File: src/rtl/eibr_pkg.sv
// Shared types and constants for the edge-interval biphase receiver.
`default_nettype none

package eibr_pkg;

   // Capture timestamp width and derived widths
   localparam int TIME_BITS = 16;
   localparam int WRAP_BITS = TIME_BITS + 1;
   localparam int DIFF_BITS = TIME_BITS + 2;
   localparam int SUM_BITS  = 9;

   // Register map (index = paddr[4:2])
   localparam logic [2:0] REG_CAPTURE_WRAP    = 3'd0;
   localparam logic [2:0] REG_SHORT_LOW       = 3'd1;
   localparam logic [2:0] REG_SHORT_HIGH      = 3'd2;
   localparam logic [2:0] REG_LONG_LOW        = 3'd3;
   localparam logic [2:0] REG_LONG_HIGH       = 3'd4;
   localparam logic [2:0] REG_PILOT_NEEDED    = 3'd5;
   localparam logic [2:0] REG_FRAME_HALF_BITS = 3'd6;

   // Register reset values
   localparam logic [WRAP_BITS-1:0] RST_CAPTURE_WRAP    = 17'd65536;
   localparam logic [15:0]          RST_SHORT_LOW       = 16'd200;
   localparam logic [15:0]          RST_SHORT_HIGH      = 16'd320;
   localparam logic [15:0]          RST_LONG_LOW        = 16'd440;
   localparam logic [15:0]          RST_LONG_HIGH       = 16'd580;
   localparam logic [7:0]           RST_PILOT_NEEDED    = 8'd8;
   localparam logic [7:0]           RST_FRAME_HALF_BITS = 8'd128;

   // Interval class; the numeric value is the half-bit weight
   typedef enum logic [1:0] {
      CLS_INVALID = 2'd0,
      CLS_SHORT   = 2'd1,
      CLS_LONG    = 2'd2
   } class_type;

   // Receiver mode
   typedef enum logic [1:0] {
      MODE_WARMUP = 2'b01,
      MODE_FRAME  = 2'b10
   } mode_type;

endpackage

`default_nettype wire

File: src/rtl/edge_interval_biphase_receiver.sv
// Top level: edge-interval classifier, pilot search and pairwise biphase decoder.
//
//   channel | direction | handshake            | payload
//   req     | in        | req_valid/req_stall  | req_capture_time
//   rsp     | out       | rsp_valid/rsp_stall  | rsp_bit_value, rsp_bit_valid,
//           |           |                      | rsp_bit_index, rsp_frame_done
//   csr     | in/out    | psel/penable/pready  | paddr, pwdata, prdata
//
// One word per cycle unless rsp_stall holds a full result register: an edge timestamp is
// registered in the input register, then classification, pilot tracking and decoding run
// combinationally into the result register, raising rsp_valid; edges that give no result
// only update state. Reset is synchronous and restores registers and receiver state.
// req_stall rises only while the result register is full and rsp_stall is high.
`default_nettype none

module edge_interval_biphase_receiver #(
   parameter int COUNT_BITS = 8
) (
   input  wire                                clock,
   input  wire                                reset,
   // Edge timestamps
   input  wire                                req_valid,
   output logic                               req_stall,
   input  wire [eibr_pkg::TIME_BITS-1:0]      req_capture_time,
   // Decoded bits
   output logic                               rsp_valid,
   input  wire                                rsp_stall,
   output logic                               rsp_bit_value,
   output logic                               rsp_bit_valid,
   output logic [7:0]                         rsp_bit_index,
   output logic                               rsp_frame_done,
   // Register port
   input  wire                                psel,
   input  wire                                penable,
   input  wire                                pwrite,
   input  wire [4:0]                          paddr,
   input  wire [31:0]                         pwdata,
   output logic [31:0]                        prdata,
   output logic                               pready
);
   import eibr_pkg::*;

   localparam int CMP_W = (COUNT_BITS > 8) ? COUNT_BITS : 8;

   // Configuration registers
   logic [WRAP_BITS-1:0] wrap_ff;
   logic [15:0]          short_low_ff, short_high_ff, long_low_ff, long_high_ff;
   logic [7:0]           pilot_needed_ff, frame_half_bits_ff;

   // Input register
   logic                 in_valid_ff, in_valid_in;
   logic [TIME_BITS-1:0] in_time_ff;

   // Receiver state
   mode_type             mode_ff, mode_in;
   logic                 have_first_ff, have_first_in;
   logic [TIME_BITS-1:0] prev_time_ff, prev_time_in;
   logic                 long_seen_ff, long_seen_in;
   logic [COUNT_BITS-1:0] pilot_run_ff, pilot_run_in;
   logic [SUM_BITS-1:0]  half_sum_ff, half_sum_in;
   logic                 dec_locked_ff, dec_locked_in;
   logic                 dec_pending_ff, dec_pending_in;
   class_type            dec_prev_class_ff, dec_prev_class_in;
   logic                 dec_prev_bit_ff, dec_prev_bit_in;
   logic [COUNT_BITS-1:0] bit_count_ff, bit_count_in;

   // Result register
   logic                 rsp_valid_ff, rsp_valid_in;
   logic                 rsp_bit_value_ff, rsp_bit_valid_ff, rsp_frame_done_ff;
   logic [7:0]           rsp_bit_index_ff;

   // Step datapath
   logic                 advance;
   class_type            cls;
   logic [DIFF_BITS-1:0] wrapped_sum, diff;
   logic                 wrap_bad;
   logic [COUNT_BITS-1:0] pilot_sat;
   logic [SUM_BITS-1:0]  sum_next;
   logic                 got_bit, dec_bit, has_result, done;
   logic [CMP_W-1:0]     count_ext;
   logic [7:0]           index_sat;

   //--------------------------------------------------------------------------
   // Register port
   //--------------------------------------------------------------------------
   assign pready = 1'b1;

   always_ff @(posedge clock) begin
      if (reset) begin
         wrap_ff            <= RST_CAPTURE_WRAP;
         short_low_ff       <= RST_SHORT_LOW;
         short_high_ff      <= RST_SHORT_HIGH;
         long_low_ff        <= RST_LONG_LOW;
         long_high_ff       <= RST_LONG_HIGH;
         pilot_needed_ff    <= RST_PILOT_NEEDED;
         frame_half_bits_ff <= RST_FRAME_HALF_BITS;
      end else if (psel && penable && pwrite) begin
         case (paddr[4:2])
            REG_CAPTURE_WRAP:    wrap_ff            <= pwdata[WRAP_BITS-1:0];
            REG_SHORT_LOW:       short_low_ff       <= pwdata[15:0];
            REG_SHORT_HIGH:      short_high_ff      <= pwdata[15:0];
            REG_LONG_LOW:        long_low_ff        <= pwdata[15:0];
            REG_LONG_HIGH:       long_high_ff       <= pwdata[15:0];
            REG_PILOT_NEEDED:    pilot_needed_ff    <= pwdata[7:0];
            REG_FRAME_HALF_BITS: frame_half_bits_ff <= pwdata[7:0];
            default: ;
         endcase
      end
   end

   // Read back
   always_comb begin
      case (paddr[4:2])
         REG_CAPTURE_WRAP:    prdata = 32'(wrap_ff);
         REG_SHORT_LOW:       prdata = 32'(short_low_ff);
         REG_SHORT_HIGH:      prdata = 32'(short_high_ff);
         REG_LONG_LOW:        prdata = 32'(long_low_ff);
         REG_LONG_HIGH:       prdata = 32'(long_high_ff);
         REG_PILOT_NEEDED:    prdata = 32'(pilot_needed_ff);
         REG_FRAME_HALF_BITS: prdata = 32'(frame_half_bits_ff);
         default:             prdata = 32'd0;
      endcase
   end

   //--------------------------------------------------------------------------
   // Handshake: advance the input word when the result register can take it
   //--------------------------------------------------------------------------
   assign advance     = in_valid_ff && (!rsp_valid_ff || !rsp_stall);
   assign req_stall   = in_valid_ff && !advance;
   assign in_valid_in = req_stall ? in_valid_ff : req_valid;

   always_ff @(posedge clock) begin
      if (reset) begin
         in_valid_ff <= 1'b0;
      end else begin
         in_valid_ff <= in_valid_in;
      end
   end

   always_ff @(posedge clock) begin
      if (!req_stall && req_valid) begin
         in_time_ff <= req_capture_time;
      end
   end

   //--------------------------------------------------------------------------
   // Interval class: wrapped difference against the two windows, short first
   //--------------------------------------------------------------------------
   assign wrapped_sum = DIFF_BITS'(wrap_ff) + DIFF_BITS'(in_time_ff);
   assign wrap_bad    = (in_time_ff < prev_time_ff) &&
                        (wrapped_sum < DIFF_BITS'(prev_time_ff));
   assign diff        = (in_time_ff < prev_time_ff)
                        ? (wrapped_sum - DIFF_BITS'(prev_time_ff))
                        : DIFF_BITS'(in_time_ff - prev_time_ff);

   always_comb begin
      if (wrap_bad) begin
         cls = CLS_INVALID;
      end else if (diff > DIFF_BITS'(short_low_ff) && diff < DIFF_BITS'(short_high_ff)) begin
         cls = CLS_SHORT;
      end else if (diff > DIFF_BITS'(long_low_ff) && diff < DIFF_BITS'(long_high_ff)) begin
         cls = CLS_LONG;
      end else begin
         cls = CLS_INVALID;
      end
   end

   // Saturating pilot count and bit index; plain half-bit sum
   assign pilot_sat = (pilot_run_ff == {COUNT_BITS{1'b1}}) ? pilot_run_ff
                                                           : pilot_run_ff + 1'b1;
   assign sum_next  = half_sum_ff + SUM_BITS'(cls);
   assign count_ext = CMP_W'(bit_count_ff);
   assign index_sat = (count_ext > CMP_W'(255)) ? 8'hFF : count_ext[7:0];

   //--------------------------------------------------------------------------
   // Step: warm-up pilot search, frame decode, frame end
   //--------------------------------------------------------------------------
   always_comb begin
      mode_in           = mode_ff;
      have_first_in     = have_first_ff;
      prev_time_in      = prev_time_ff;
      long_seen_in      = long_seen_ff;
      pilot_run_in      = pilot_run_ff;
      half_sum_in       = half_sum_ff;
      dec_locked_in     = dec_locked_ff;
      dec_pending_in    = dec_pending_ff;
      dec_prev_class_in = dec_prev_class_ff;
      dec_prev_bit_in   = dec_prev_bit_ff;
      bit_count_in      = bit_count_ff;
      got_bit           = 1'b0;
      dec_bit           = 1'b0;
      done              = 1'b0;
      has_result        = 1'b0;

      if (!have_first_ff) begin
         // First edge only latches its time
         prev_time_in  = in_time_ff;
         have_first_in = 1'b1;
      end else if (mode_ff == MODE_WARMUP) begin
         prev_time_in = in_time_ff;
         if (!long_seen_ff) begin
            if (cls == CLS_LONG) begin
               long_seen_in = 1'b1;
            end
         end else if (cls == CLS_SHORT) begin
            if (CMP_W'(pilot_sat) >= CMP_W'(pilot_needed_ff)) begin
               // Pilot complete: enter frame with a fresh decoder
               long_seen_in      = 1'b0;
               pilot_run_in      = '0;
               mode_in           = MODE_FRAME;
               half_sum_in       = '0;
               bit_count_in      = '0;
               dec_locked_in     = 1'b0;
               dec_pending_in    = 1'b0;
               dec_prev_class_in = CLS_INVALID;
               dec_prev_bit_in   = 1'b0;
            end else begin
               pilot_run_in = pilot_sat;
            end
         end else begin
            pilot_run_in = '0;
         end
      end else if (cls == CLS_INVALID) begin
         // Invalid interval in frame: drop back to reset state
         mode_in           = MODE_WARMUP;
         have_first_in     = 1'b0;
         prev_time_in      = '0;
         long_seen_in      = 1'b0;
         pilot_run_in      = '0;
         half_sum_in       = '0;
         dec_locked_in     = 1'b0;
         dec_pending_in    = 1'b0;
         dec_prev_class_in = CLS_INVALID;
         dec_prev_bit_in   = 1'b0;
         bit_count_in      = '0;
      end else begin
         prev_time_in = in_time_ff;
         half_sum_in  = sum_next;

         // Pairwise decoder
         if (!dec_locked_ff) begin
            if (cls == CLS_SHORT) begin
               dec_pending_in = 1'b0;
            end else begin
               dec_pending_in    = 1'b1;
               dec_prev_class_in = CLS_LONG;
            end
            dec_locked_in   = 1'b1;
            dec_prev_bit_in = 1'b1;
         end else if (!dec_pending_ff) begin
            dec_prev_class_in = cls;
            dec_pending_in    = 1'b1;
         end else begin
            got_bit        = 1'b1;
            dec_pending_in = 1'b0;
            if (dec_prev_class_ff != cls) begin
               if (dec_prev_class_ff == CLS_SHORT && cls == CLS_LONG) begin
                  dec_bit           = dec_prev_bit_ff;
                  dec_prev_class_in = CLS_LONG;
                  dec_pending_in    = 1'b1;
               end else if (dec_prev_class_ff == CLS_LONG && cls == CLS_SHORT) begin
                  dec_bit         = !dec_prev_bit_ff;
                  dec_prev_bit_in = !dec_prev_bit_ff;
               end
            end else if (dec_prev_class_ff == CLS_SHORT) begin
               dec_bit = dec_prev_bit_ff;
            end else if (dec_prev_class_ff == CLS_LONG) begin
               dec_bit         = !dec_prev_bit_ff;
               dec_prev_bit_in = !dec_prev_bit_ff;
               dec_pending_in  = 1'b1;
            end
         end

         if (got_bit && bit_count_ff != {COUNT_BITS{1'b1}}) begin
            bit_count_in = bit_count_ff + 1'b1;
         end
         has_result = got_bit;

         // Frame end: flag it and return to reset state
         if (sum_next >= SUM_BITS'(frame_half_bits_ff)) begin
            done              = 1'b1;
            has_result        = 1'b1;
            mode_in           = MODE_WARMUP;
            have_first_in     = 1'b0;
            prev_time_in      = '0;
            long_seen_in      = 1'b0;
            pilot_run_in      = '0;
            half_sum_in       = '0;
            dec_locked_in     = 1'b0;
            dec_pending_in    = 1'b0;
            dec_prev_class_in = CLS_INVALID;
            dec_prev_bit_in   = 1'b0;
            bit_count_in      = '0;
         end
      end
   end

   // Hold state; advance it with each word
   always_ff @(posedge clock) begin
      if (reset) begin
         mode_ff           <= MODE_WARMUP;
         have_first_ff     <= 1'b0;
         prev_time_ff      <= '0;
         long_seen_ff      <= 1'b0;
         pilot_run_ff      <= '0;
         half_sum_ff       <= '0;
         dec_locked_ff     <= 1'b0;
         dec_pending_ff    <= 1'b0;
         dec_prev_class_ff <= CLS_INVALID;
         dec_prev_bit_ff   <= 1'b0;
         bit_count_ff      <= '0;
      end else if (advance) begin
         mode_ff           <= mode_in;
         have_first_ff     <= have_first_in;
         prev_time_ff      <= prev_time_in;
         long_seen_ff      <= long_seen_in;
         pilot_run_ff      <= pilot_run_in;
         half_sum_ff       <= half_sum_in;
         dec_locked_ff     <= dec_locked_in;
         dec_pending_ff    <= dec_pending_in;
         dec_prev_class_ff <= dec_prev_class_in;
         dec_prev_bit_ff   <= dec_prev_bit_in;
         bit_count_ff      <= bit_count_in;
      end
   end

   //--------------------------------------------------------------------------
   // Result register
   //--------------------------------------------------------------------------
   assign rsp_valid_in = (advance && has_result) ? 1'b1
                       : (rsp_stall ? rsp_valid_ff : 1'b0);

   always_ff @(posedge clock) begin
      if (reset) begin
         rsp_valid_ff <= 1'b0;
      end else begin
         rsp_valid_ff <= rsp_valid_in;
      end
   end

   always_ff @(posedge clock) begin
      if (advance && has_result) begin
         rsp_bit_value_ff  <= got_bit && dec_bit;
         rsp_bit_valid_ff  <= got_bit;
         rsp_bit_index_ff  <= got_bit ? index_sat : 8'd0;
         rsp_frame_done_ff <= done;
      end
   end

   assign rsp_valid      = rsp_valid_ff;
   assign rsp_bit_value  = rsp_bit_value_ff;
   assign rsp_bit_valid  = rsp_bit_valid_ff;
   assign rsp_bit_index  = rsp_bit_index_ff;
   assign rsp_frame_done = rsp_frame_done_ff;

   //--------------------------------------------------------------------------
   // Checks
   //--------------------------------------------------------------------------
   a_frame_has_first_edge: assert property (@(posedge clock) disable iff (reset)
      mode_ff == MODE_FRAME |-> have_first_ff)
      else $error("frame mode without a latched first edge");

   a_frame_pilot_cleared: assert property (@(posedge clock) disable iff (reset)
      mode_ff == MODE_FRAME |-> (!long_seen_ff && pilot_run_ff == '0))
      else $error("pilot tracking not cleared in frame mode");

   a_result_from_advance: assert property (@(posedge clock) disable iff (reset)
      !rsp_valid_ff ##1 rsp_valid_ff |-> $past(advance))
      else $error("result appeared without an advancing word");

   a_warmup_no_decoder: assert property (@(posedge clock) disable iff (reset)
      mode_ff == MODE_WARMUP |-> (!dec_locked_ff && !dec_pending_ff && half_sum_ff == '0))
      else $error("decoder state active during warm-up");

endmodule

`default_nettype wire

File: config.mk
export PLATFORM = sky130hd
export DESIGN_NAME = edge_interval_biphase_receiver
export DESIGN_NICKNAME = d
export VERILOG_FILES = /design/src/rtl/eibr_pkg.sv /design/src/rtl/edge_interval_biphase_receiver.sv
export SDC_FILE = /design/constraint.sdc
export NUM_CORES = 1
export LEC_CHECK = 0
export BUFFER_PORTS_ARGS = -buffer_cell sky130_fd_sc_hd__buf_2
export CAP_MARGIN = 20
export CORE_ASPECT_RATIO = 1.4
export CORE_UTILIZATION = 55
export CTS_CLUSTER_DIAMETER = 60
export DETAILED_ROUTE_END_ITERATION = 12
export PLACE_DENSITY = 0.75
export SKIP_LAST_GASP = 1
export SYNTH_ARGS = -nofsm -noshare
export SYNTH_HDL_FRONTEND = slang
export SYNTH_SLANG_ARGS = --single-unit
File: constraint.sdc
create_clock -name clock -period 7.46 [get_ports clock]
set_clock_uncertainty 0.1 [all_clocks]
set_input_delay 0.373 -clock clock [delete_from_list [all_inputs] [get_ports clock]]
set_output_delay 0.373 -clock clock [all_outputs]
set_load 0.01 [all_outputs]
Word-level counts from Yosys, hierarchy flattened
Cells that the tools add are included.

Add/subtract/negate cells: 6. Order comparisons: 9. Equality and inequality tests: 26. Muxes and demuxes: 107. Bitwise logic cells: 1. Reduce and logical (&&, ||, !) cells: 38.

Operators by type and width (number): $mux W8 (15); $pmux W17 S7 (1); $mux W16 (4); $mux W1 (60); $lt A18 B16 Y1 (3); $mux W9 (6); $mux W2 (20); $gt A18 B16 Y1 (2); $add A17 B16 Y18 (1); $mux W18 (1); $sub A18 B16 Y18 (1); $sub A16 B16 Y17 (1); $add A8 B1 Y8 const B (2); $lt A16 B16 Y1 (1); $reduce_and A2 Y1 (7); $logic_and A1 B1 Y1 (13); $ne A6 B2 Y1 const B (2); $ne A6 B5 Y1 const B (2); $reduce_and A6 Y1 (2); $reduce_and A10 Y1 (1); $add A9 B2 Y9 (1); $eq A3 B3 Y1 const B (3); $ge A9 B8 Y1 (1); $eq A8 B8 Y1 const B (1); 26 further kinds (36).

Bits in registers: 176. Input bits: 60. Output and inout bits: 46.

Longest topological paths before layout
Gate-level depths: netlist of the first run.

Depth in word-level cells: 19. Gate-level depth with buffers: 43. Mapped depth without buffers: 43.

Least setup slack after synthesis of the first run
No wires, ideal clock.

Path type: reg-to-reg. From: register in_time_ff[0]. To: register pilot_run_ff[0]. Setup time: 0.122 ns. Arrival: 7.996 ns. Required time: 7.238 ns. Slack: -0.758 ns. Cell stages (with the launch flop): 40. Path buffers: 0. Clock period less this slack: 8.218 ns. Cell sequence: edfxtp_1 -> ha_1 -> fa_1 -> a211oi_1 -> o21ai_0 -> and2_1 -> o21ai_0 -> nand2b_1 -> xor2_1 -> ha_1 -> a21oi_1 -> nand2_1 -> and2_1 -> or2_2 -> a21o_1 -> a21o_1 -> a211oi_1 -> o22ai_1 -> [... 4 more ...] -> o221ai_1 -> a221oi_1 -> nor3b_1 -> ha_1 -> a21o_1 -> nand2_1 -> nor2_1 -> or2_2 -> ha_1 -> o21ai_0 -> o21ai_0 -> o2111ai_1 -> and4b_1 -> and2_1 -> inv_1 -> nor3_2 -> o21a_1 -> a221o_1.

Longest elaborated chain between the ends: 12. Elaborated cells between the ends (all ways): 26.

Ends and longest elaborated chain: from (decl) (RTL line edge_interval_biphase_receiver.sv:52) `logic [TIME_BITS-1:0] in_time_ff;`; from (signal assigned) (RTL line edge_interval_biphase_receiver.sv:142) `in_time_ff <= req_capture_time;`; $add A17 B16 Y18 (RTL line edge_interval_biphase_receiver.sv:149) `assign wrapped_sum = DIFF_BITS'(wrap_ff) + DIFF_BITS'(in_time_ff);`; $sub A18 B16 Y18 (RTL line edge_interval_biphase_receiver.sv:153) `? (wrapped_sum - DIFF_BITS'(prev_time_ff))`; $mux W18 (RTL line edge_interval_biphase_receiver.sv:153); $gt A18 B16 Y1 or $lt A18 B16 Y1 (tied branches) (RTL line edge_interval_biphase_receiver.sv:161) `end else if (diff > DIFF_BITS'(long_low_ff) && diff < DIFF_BITS'(long_high_ff)) begin`; $logic_and A1 B1 Y1 (RTL line edge_interval_biphase_receiver.sv:161); $mux W2 (RTL line edge_interval_biphase_receiver.sv:161); $mux W2 (RTL line edge_interval_biphase_receiver.sv:159) `end else if (diff > DIFF_BITS'(short_low_ff) && diff < DIFF_BITS'(short_high_ff)) begin`; $mux W2 * (RTL line edge_interval_biphase_receiver.sv:157) `if (wrap_bad) begin`; $add A9 B2 Y9 or $eq A2 B1 Y1 (tied branches) (RTL line edge_interval_biphase_receiver.sv:171, edge_interval_biphase_receiver.sv:205); $ge A9 B8 Y1 or $mux W8 (tied branches) (RTL line edge_interval_biphase_receiver.sv:280, edge_interval_biphase_receiver.sv:205); $reduce_bool A3 Y1 (no source line) or $mux W8 (tied branches); $reduce_and A4 Y1 (no source line) or $mux W8 (tied branches); to (signal assigned) (RTL line edge_interval_biphase_receiver.sv:317) `pilot_run_ff <= pilot_run_in;`; to (decl) (RTL line edge_interval_biphase_receiver.sv:59) `logic [COUNT_BITS-1:0] pilot_run_ff, pilot_run_in;`.

Mark *: on every way between the ends. The rest lies on a longest branch, timed or not. The select of a mux whose other input is x is not followed. A chain may end at the register's enable or synchronous reset.

Worst setup path in the final report of the first run
From: register in_time_ff[0]. To: register prev_time_ff[4].

Longest elaborated chain between the ends: 14. Elaborated cells between the ends (all ways): 23.

Ends and longest elaborated chain: $add A17 B16 Y18 (RTL line edge_interval_biphase_receiver.sv:149); $sub A18 B16 Y18 (RTL line edge_interval_biphase_receiver.sv:153); $mux W18 (RTL line edge_interval_biphase_receiver.sv:153); $gt A18 B16 Y1 or $lt A18 B16 Y1 (tied branches) (RTL line edge_interval_biphase_receiver.sv:161); $logic_and A1 B1 Y1 (RTL line edge_interval_biphase_receiver.sv:161); $mux W2 (RTL line edge_interval_biphase_receiver.sv:161); $mux W2 (RTL line edge_interval_biphase_receiver.sv:159); $mux W2 * (RTL line edge_interval_biphase_receiver.sv:157); $add A9 B2 Y9 (RTL line edge_interval_biphase_receiver.sv:171) `assign sum_next = half_sum_ff + SUM_BITS'(cls);`; $ge A9 B8 Y1 (RTL line edge_interval_biphase_receiver.sv:280) `if (sum_next >= SUM_BITS'(frame_half_bits_ff)) begin`; $mux W16 (RTL line edge_interval_biphase_receiver.sv:280); $mux W16 * (RTL line edge_interval_biphase_receiver.sv:223) `end else if (cls == CLS_INVALID) begin`; $mux W16 * (RTL line edge_interval_biphase_receiver.sv:199) `end else if (mode_ff == MODE_WARMUP) begin`; $mux W16 * (RTL line edge_interval_biphase_receiver.sv:195) `if (!have_first_ff) begin`; to (signal assigned) (RTL line edge_interval_biphase_receiver.sv:315) `prev_time_ff <= prev_time_in;`; to (decl) (RTL line edge_interval_biphase_receiver.sv:57) `logic [TIME_BITS-1:0] prev_time_ff, prev_time_in;`.

Mark *: on every way between the ends. The rest lies on a longest branch, timed or not.

==> impl_summary.log, run 1 <==
[metrics] 1st-pass router iterations: 5
[metrics] area added between synthesis and finish: 23.2%
[metrics] capturing element type of the critical path: flip-flop
[metrics] most common library cell in the layout ignoring fill and taps: sky130_fd_sc_hd__nand2_1
[metrics] startpoint-to-endpoint class of the critical path: reg -> reg
[metrics] library cell occupying the most area in the post-synthesis netlist: sky130_fd_sc_hd__dfxtp_1
[metrics] required time reported for the critical path endpoint: roughly 7.7 ns
[metrics] initial antenna violation count: 0
[metrics] outcome: finished with violations
[metrics] Antenna Diode Count: 0
[metrics] fin. max-slew vios: 0
[metrics] Slowest Stage Delay on Critical Path: 0.44 ns
[metrics] setup tns final: -38.52 ns
[metrics] Startpoint Class: flip-flop
[metrics] area share of the largest cell type after synthesis: around a quarter
[metrics] leakage power: slightly above 6 nW
[metrics] total detailed-routing wirelength: between 30 and 40 mm
[metrics] starting density of the core: between 50% and 60%
[metrics] Highest Clock Rate: ~120 MHz
[metrics] die boundary width: between 100 and 150 um
[metrics] Rel. slew slack: between 20 and 30%
[metrics] post-synthesis instance total: about 1400
[metrics] clock tree from TritonCTS: done
[metrics] final setup vio count: 62
[metrics] gp weighted congestion: approximately 0.93
[metrics] die area: roughly 0.022 sq mm
[metrics] clock transition time at the flip-flop clock pins of the worst setup and hold paths: about 0.070 ns
[metrics] commonest non-fill, non-tap cells in the layout: sky130_fd_sc_hd__nand2_1 (208), sky130_fd_sc_hd__dfxtp_1 (149), sky130_fd_sc_hd__buf_4 (143)
[metrics] maximum fanout count along the critical path: 16
[metrics] max-cap violation count: 0
[metrics] drc violations: 0
[metrics] vias per cell: 5.99
[metrics] Root Driver: sky130_fd_sc_hd__clkbuf_16
[metrics] final hold violation count: 0
[metrics] EDFF count, synth: 27
[metrics] first-pass GRT wire length: 57.4 mm
[metrics] Most common cell on crit path: sky130_fd_sc_hd__buf_4
[metrics] input/output buffers: between 70 and 80
[metrics] slowest library cell on the worst path: sky130_fd_sc_hd__edfxtp_1
[metrics] Detail Placement HPWL: between 20 and 30 mm
[metrics] clock latency on the worst-skew pair: about 0.46 ns
[metrics] count of yosys warnings during synthesis: 0
[metrics] total overflow reported by the global router: 0
[metrics] number of nets still failing antenna checks after routing: 0
[metrics] count of cell types in the netlist: between 70 and 80
[metrics] CTS H-tree depth: 4
[metrics] period utilization: 110%
[metrics] Final #Nets: between 1500 and 2000
[metrics] Peak supply drop: roughly 0.19 mV
[metrics] deepest clock path buffer count: 2
[metrics] placeable core area: between 0.02 and 0.025 sq mm
[metrics] Die Ht: approximately 180 um
[metrics] slew at the pin with the worst max-slew slack: 1.07 ns
[metrics] largest net degree at the start of global routing: 94
[metrics] data arrival time of the critical path: roughly 8.4 ns
[metrics] total number of clock tree sinks: 176
[metrics] share of async-settable or async-resettable flops after synthesis: 0%
[metrics] num rows: 63
[metrics] class of the worst hold path: in -> reg
[metrics] post-synthesis register bit count: approximately 180
[metrics] dominant cells by area after synthesis: sky130_fd_sc_hd__dfxtp_1 (25%), sky130_fd_sc_hd__ha_1 (14%), sky130_fd_sc_hd__edfxtp_1 (6.8%)
[metrics] Main synth FF type: sky130_fd_sc_hd__dfxtp_1
[metrics] number of vias after detailed routing: around 12000
[metrics] Avg Cell Area, Syn: roughly 8.3 sq um
[metrics] count of boundary I/O pins: 106
[metrics] first-iteration detailed-routing DRC count: just under 900
[metrics] violated checks: negative setup slack
[metrics] routed wire length per instance: ~19 um
[metrics] power density cells: between 150 and 200 mW/mm^2
[metrics] RSZ-0062 raised after global routing: true
[metrics] Worst Setup Slack, final: -0.727 ns
[metrics] final critical delay including setup and external delays: 8.19 ns
[metrics] minimum setup slack after placement: -0.809 ns
[metrics] Num CTS Buffers: 17
[metrics] Total GRT Usage: approximately a third
[metrics] fraction of final layout cells with drive strength greater than 1: between 20 and 25%
[metrics] area of the mapped netlist: 0.0120 sq mm
[metrics] vias in the first global route: about 11000
[metrics] sequential fraction of the synthesis area: a little under a third
stage by stage:
step / instance area (sq um) / total power [mW] / std cells / utilization [%] / hold slack [ns]
finish: 14800 / 2.90 / 1923 / 69.5 / 0.0162
global route: 14800 / 3.04 / 1923 / 69.5 / 0.00682
CTS: 14600 / 2.84 / 1915 / 68.5 / 0.00662
detailed placement: 13500 / 1.91 / 1854 / 63.6 / 0.348
global placement: 13500 / 1.90 / 1854 / 63.6 / 0.343
floorplan: 12200 / 1.58 / 1458 / - / 0.336
worst max-delay path: cells and delay by family, from the launching register on:
kind            cells  cell delay, ns
fa+ha+maj           6            1.75
xor+xnor            1            0.16
flops               1            0.44
compound gates     15            2.50
buf+inv             7            0.93
simple gates       15            2.18
flip-flops by register name, summed over array words and instances (netlist names), 2 cells and up:
signal and cells:
wrap_ff 17, in_time_ff 16, long_high_ff 16, long_low_ff 16, prev_time_ff 16, short_high_ff 16
short_low_ff 16, half_sum_ff 9, bit_count_ff 8, frame_half_bits_ff 8, pilot_needed_ff 8, pilot_run_ff 8
rsp_bit_index 8, dec_prev_class_ff 2, mode_ff 2
layout make-up:
type                    instances  area (sq um)
clock inverters                 9          72.6
repair inverters                1          7.51
well taps                     260           325
multi-input cells            1100          7950
repair buffers                238          1710
inverters                     116           440
clock buffers                  23           498
fillers                      1706          6490
flip-flops and latches        176          3790
cell usage after synthesis, types with 10 or more instances:
cell type,count
sky130_fd_sc_hd__a21o_1,31
sky130_fd_sc_hd__xnor2_1,24
sky130_fd_sc_hd__o211ai_1,22
sky130_fd_sc_hd__ha_1,130
sky130_fd_sc_hd__mux2_2,10
sky130_fd_sc_hd__nor2b_1,18
sky130_fd_sc_hd__and2_1,17
sky130_fd_sc_hd__a22o_1,24
sky130_fd_sc_hd__clkbuf_1,41
sky130_fd_sc_hd__o21ai_0,62
sky130_fd_sc_hd__o22ai_1,13
sky130_fd_sc_hd__a21oi_1,147
sky130_fd_sc_hd__nand2b_1,19
sky130_fd_sc_hd__buf_4,17
sky130_fd_sc_hd__nor3_1,13
sky130_fd_sc_hd__edfxtp_1,27
sky130_fd_sc_hd__inv_1,115
sky130_fd_sc_hd__dfxtp_1,149
sky130_fd_sc_hd__nand2_1,211
sky130_fd_sc_hd__xor2_1,19
sky130_fd_sc_hd__nand4_1,17
sky130_fd_sc_hd__o21a_1,18
sky130_fd_sc_hd__nand3_1,24
sky130_fd_sc_hd__a211oi_1,12
sky130_fd_sc_hd__a221o_1,11
sky130_fd_sc_hd__mux2i_1,29
sky130_fd_sc_hd__nor2_1,71
sky130_fd_sc_hd__and3_1,15
power by group:
part	internal (mW)	leakage, nW	total, mW	switching (mW)
combinational	0.473	4.41	1.02	0.544
clock	0.476	0.279	0.891	0.415
sequential	0.979	1.44	0.992	0.0127
worst paths after layout:
check	cells after the start	endpoint	startpoint	slack, ns
worst max register to register	44	prev_time_ff[4]	in_time_ff[0]	-0.73
worst min-delay path	1	in_time_ff[5]	req_capture_time[5]	0.02
worst min register to register	2	short_high_ff[12]	short_high_ff[12]	0.35
worst max-delay path	44	prev_time_ff[4]	in_time_ff[0]	-0.73
what timing repair did:
action | CTS | global route
hold buffers | 14 | 0
gates cloned | 1 | 0
buffers inserted | 14 | 7
endpoints found under the setup margin | 62 | 62
endpoints found under the hold margin | 14 | 0
gates resized for setup | 60 | 26
pin swaps | 37 | 31
cell families after synthesis:
group                      synth area share, %
adders and majority gates                 14.2
DFF                                       31.6
muxes                                     4.85
and+or+nand+nor                           17.9
other                                   0.0625
xor gates and xnor gates                  3.14
buffers and inverters                     6.26
AOI/OAI and AO/OA                         22.0
per-layer routing:
layer  wire [um]  track usage (%)
met5           0                0
met4        2340             22.7
met3        1900             4.84
met2       18400             59.3
met1       13900             35.9
No activity file was read; power rests on OpenSTA's default activity.
==> run 2, diff against run 1 <==
--- a/config.mk
+++ b/config.mk
@@ -8,10 +8,11 @@
 export BUFFER_PORTS_ARGS = -buffer_cell sky130_fd_sc_hd__buf_2
 export CAP_MARGIN = 20
 export CORE_ASPECT_RATIO = 1.4
-export CORE_UTILIZATION = 55
+export CORE_UTILIZATION = 60
 export CTS_CLUSTER_DIAMETER = 60
 export DETAILED_ROUTE_END_ITERATION = 12
-export PLACE_DENSITY = 0.75
+export PLACE_DENSITY = 0.78
+export SETUP_SLACK_MARGIN = 0.05
 export SKIP_LAST_GASP = 1
 export SYNTH_ARGS = -nofsm -noshare
 export SYNTH_HDL_FRONTEND = slang
==> constraint.sdc (replaced) <==
create_clock -name clock -period 9.7 [get_ports clock]
set_clock_uncertainty 0.1 [all_clocks]
set_input_delay 0.485 -clock clock [delete_from_list [all_inputs] [get_ports clock]]
set_output_delay 0.485 -clock clock [all_outputs]
set_load 0.01 [all_outputs]
==> run 2 against run 1 <==
The run now ends clean. Critical endpoint is now dec_prev_class_ff[0]. Sequential power shrank 23%. Combinational power shrank 40%. Worst setup slack gained 1.3 ns. Critical path depth shrank 4. Die area shrank 8.2%. Register-to-register slack gained 1.3 ns. Cell count shrank 8.5%. Sequential share of layout area grew 3.1 points. Clock power shrank 23%. Utilization shrank 1.7 points. First-iteration DRC count shrank 12%.
==> impl_summary.log, run 2 (synthesis results as in run 1) <==
[metrics] RSZ-0062 raised after global routing: false
[metrics] Antenna Diode Count: 0 (unchanged)
[metrics] CTS H-tree depth: 4 (unchanged)
[metrics] Most common cell on crit path: sky130_fd_sc_hd__ha_1
[metrics] placeable core area: 0.0194 sq mm (-8.6%)
[metrics] count of boundary I/O pins: 106 (unchanged)
[metrics] total overflow reported by the global router: 0 (unchanged)
[metrics] routed wire length per instance: 19.0 um (about the same)
[metrics] Largest register FFs: 17 (unchanged)
[metrics] clock transition time at the flip-flop clock pins of the worst setup and hold paths: 0.08 ns (about the same)
[metrics] Final Cell Area: 0.0132 sq mm (-11%)
[metrics] class of the worst hold path: in -> reg
[metrics] Highest Clock Rate: 109 MHz (-10%)
[metrics] clock latency on the worst-skew pair: 0.44 ns (-0.02 ns)
[metrics] largest register by flop count: wrap_ff
[metrics] starting density of the core: 61.8% (+5.3 points)
[metrics] flop2flop setup slack: 0.56 ns (+1.28 ns)
[metrics] total number of clock tree sinks: 176 (unchanged)
[metrics] 1st-pass router iterations: 7 (+2)
[metrics] commonest non-fill, non-tap cells in the layout: sky130_fd_sc_hd__nand2_1 (211), sky130_fd_sc_hd__dfxtp_1 (149), sky130_fd_sc_hd__a21oi_1 (143)
[metrics] vias in the first global route: 10500 (-6.9%)
[metrics] period utilization: 94.3% (-15 points)
[metrics] final hold violation count: 0 (unchanged)
[metrics] slowest library cell on the worst path: sky130_fd_sc_hd__fa_1
[metrics] slew at the pin with the worst max-slew slack: 1.15 ns (+0.0836 ns)
[metrics] data arrival time of the critical path: 9.40 ns (+0.97 ns)
[metrics] area added between synthesis and finish: 9.72%
[metrics] total detailed-routing wirelength: 33.4 mm (-8.5%)
[metrics] Startpoint Class: flip-flop
[metrics] leakage power: 5.33 nW (-13%)
[metrics] fin. max-slew vios: 0 (unchanged)
[metrics] first-iteration detailed-routing DRC count: 767 (-12%)
[metrics] Final #Nets: 1693 (-8.2%)
[metrics] gp weighted congestion: 0.957 (+2.6%)
[metrics] fraction of final layout cells with drive strength greater than 1: 11.5% (-11 points)
[metrics] number of vias after detailed routing: 11000 (-4.9%)
[metrics] number of buffers added to fix hold violations after cts: 0 (-14)
[metrics] num rows: 60 (-4.8%)
[metrics] most common library cell in the layout ignoring fill and taps: sky130_fd_sc_hd__nand2_1
[metrics] Num CTS Buffers: 17 (unchanged)
[metrics] non-filler instance count after layout: 1760 (-8.5%)
[metrics] Die Ht: 169 um (-4.2%)
[metrics] Total GRT Usage: 33.3% (+0.15 points)
[metrics] drc violations: 0 (unchanged)
[metrics] Slowest Stage Delay on Critical Path: 0.45 ns (about the same)
[metrics] deepest clock path buffer count: 2 (unchanged)
[metrics] vias per cell: 6.22 (+4.0%)
[metrics] Root Driver: sky130_fd_sc_hd__clkbuf_16
[metrics] outcome: finished, final reports clean
[metrics] required time reported for the critical path endpoint: 9.96 ns (+2.26 ns)
[metrics] largest net degree at the start of global routing: 94 (unchanged)
[metrics] Peak supply drop: 0.124 mV (-33%)
[metrics] capturing element type of the critical path: flip-flop
[metrics] Rel. slew slack: 22.6% (-6.1 points)
[metrics] fill cell instance count of the final layout: 1659 (-2.8%)
[metrics] Detail Placement HPWL: 24.9 mm (-7.2%)
[metrics] startpoint-to-endpoint class of the critical path: reg -> reg
[metrics] first-pass GRT wire length: 53.0 mm (-7.8%)
[metrics] post-placement cell area: 0.0125 sq mm (-7.5%)
[metrics] power density cells: 157 mW/mm^2 (-20%)
[metrics] setup tns final: 0 ns (+38.52 ns)
[metrics] initial antenna violation count: 0 (unchanged)
[metrics] Final Total Pwr: 2.07 mW (-29%)
[metrics] number of placed instances with taps included: 1724 (-7.0%)
[metrics] die area: 0.0206 sq mm (-8.2%)
[metrics] input/output buffers: 72 (unchanged)
[metrics] die boundary width: 122 um (-4.2%)
[metrics] number of nets still failing antenna checks after routing: 0 (unchanged)
[metrics] final critical delay including setup and external delays: 9.14 ns (+0.957 ns)
[metrics] clock tree from TritonCTS: done
[metrics] max-cap violation count: 0 (unchanged)
[metrics] final setup vio count: 0 (-100%)
[metrics] maximum fanout count along the critical path: 5 (-11)
## run 2: changes by cell type in the layout (fill, tap and decap cells not counted), sizes merged
| cell | change |
|---|---|
| clkinv | +2 |
| dlygate4sd3 | -14 |
| clkbuf | -6 |
| buf | -136 |
| clkinvlp | -1 |
| bufinv | +1 |
| inv | +3 |
## run 2: worst paths after layout
check | startpoint | endpoint | cells past startpoint
max | in_time_ff[0] | dec_prev_class_ff[0] | 40
min | req_capture_time[7] | in_time_ff[7] | 1
max reg2reg | in_time_ff[0] | dec_prev_class_ff[0] | 40
min reg2reg | short_high_ff[10] | short_high_ff[10] | 2
## run 2: through the flow
step	util (%)	hold slack [ns]	worst slack, ns
after floorplan	-	0.336	1.48
after global placement	64.4	0.343	0.575
after detailed placement	64.4	0.348	0.463
after CTS	67.3	0.106	0.243
after global routing	67.8	0.101	0.0439
final	67.8	0.118	0.557
## run 2: critical path: cells and delay by family (launching register included)
family | cells | cell delay [ns]
AO/OA/AOI/OAI | 16 | 3.28
flip-flops | 1 | 0.44
buffers and inverters | 3 | 0.33
adder cells (fa/ha/maj) | 7 | 2.31
XOR/XNOR | 1 | 0.16
AND/OR/NAND/NOR | 13 | 2.42
## run 2: final cells by class
| type | instances | area [sq um] | share of cell area, % |
|---|---|---|---|
| multi-input combinational | 1100 | 7580 | 57.5 |
| sequential | 176 | 3790 | 28.8 |
| timing repair buffer | 88 | 480 | 3.65 |
| inverter | 116 | 435 | 3.30 |
| clock buffer | 17 | 425 | 3.23 |
| tap | 248 | 310 | 2.35 |
| clock inverter | 15 | 150 | 1.14 |
## run 2: timing repair
| action | CTS | global route |
|---|---|---|
| gates resized for setup | 0 | 16 |
| buffers inserted | 0 | 3 |
| setup endpoints to repair | 0 | 59 |
## run 2: power breakdown
group	leakage (nW)	total (mW)	switching, mW	internal [mW]
sequential	1.44	0.765	0.0125	0.753
clock	0.277	0.690	0.327	0.362
combinational	3.62	0.614	0.368	0.246
total	5.33	2.07	0.708	1.36
## run 2: layer usage
metal  up-vias  wire, um  share of wire (%)  GRT usage [%]
met5         -         0                  0              0
met4         0      2500                7.5           23.2
met3       136      1420                4.2           4.17
met2       390     16400                 49           57.6
met1      5182     13100                 39           37.5
li1       5246         -                  -              -
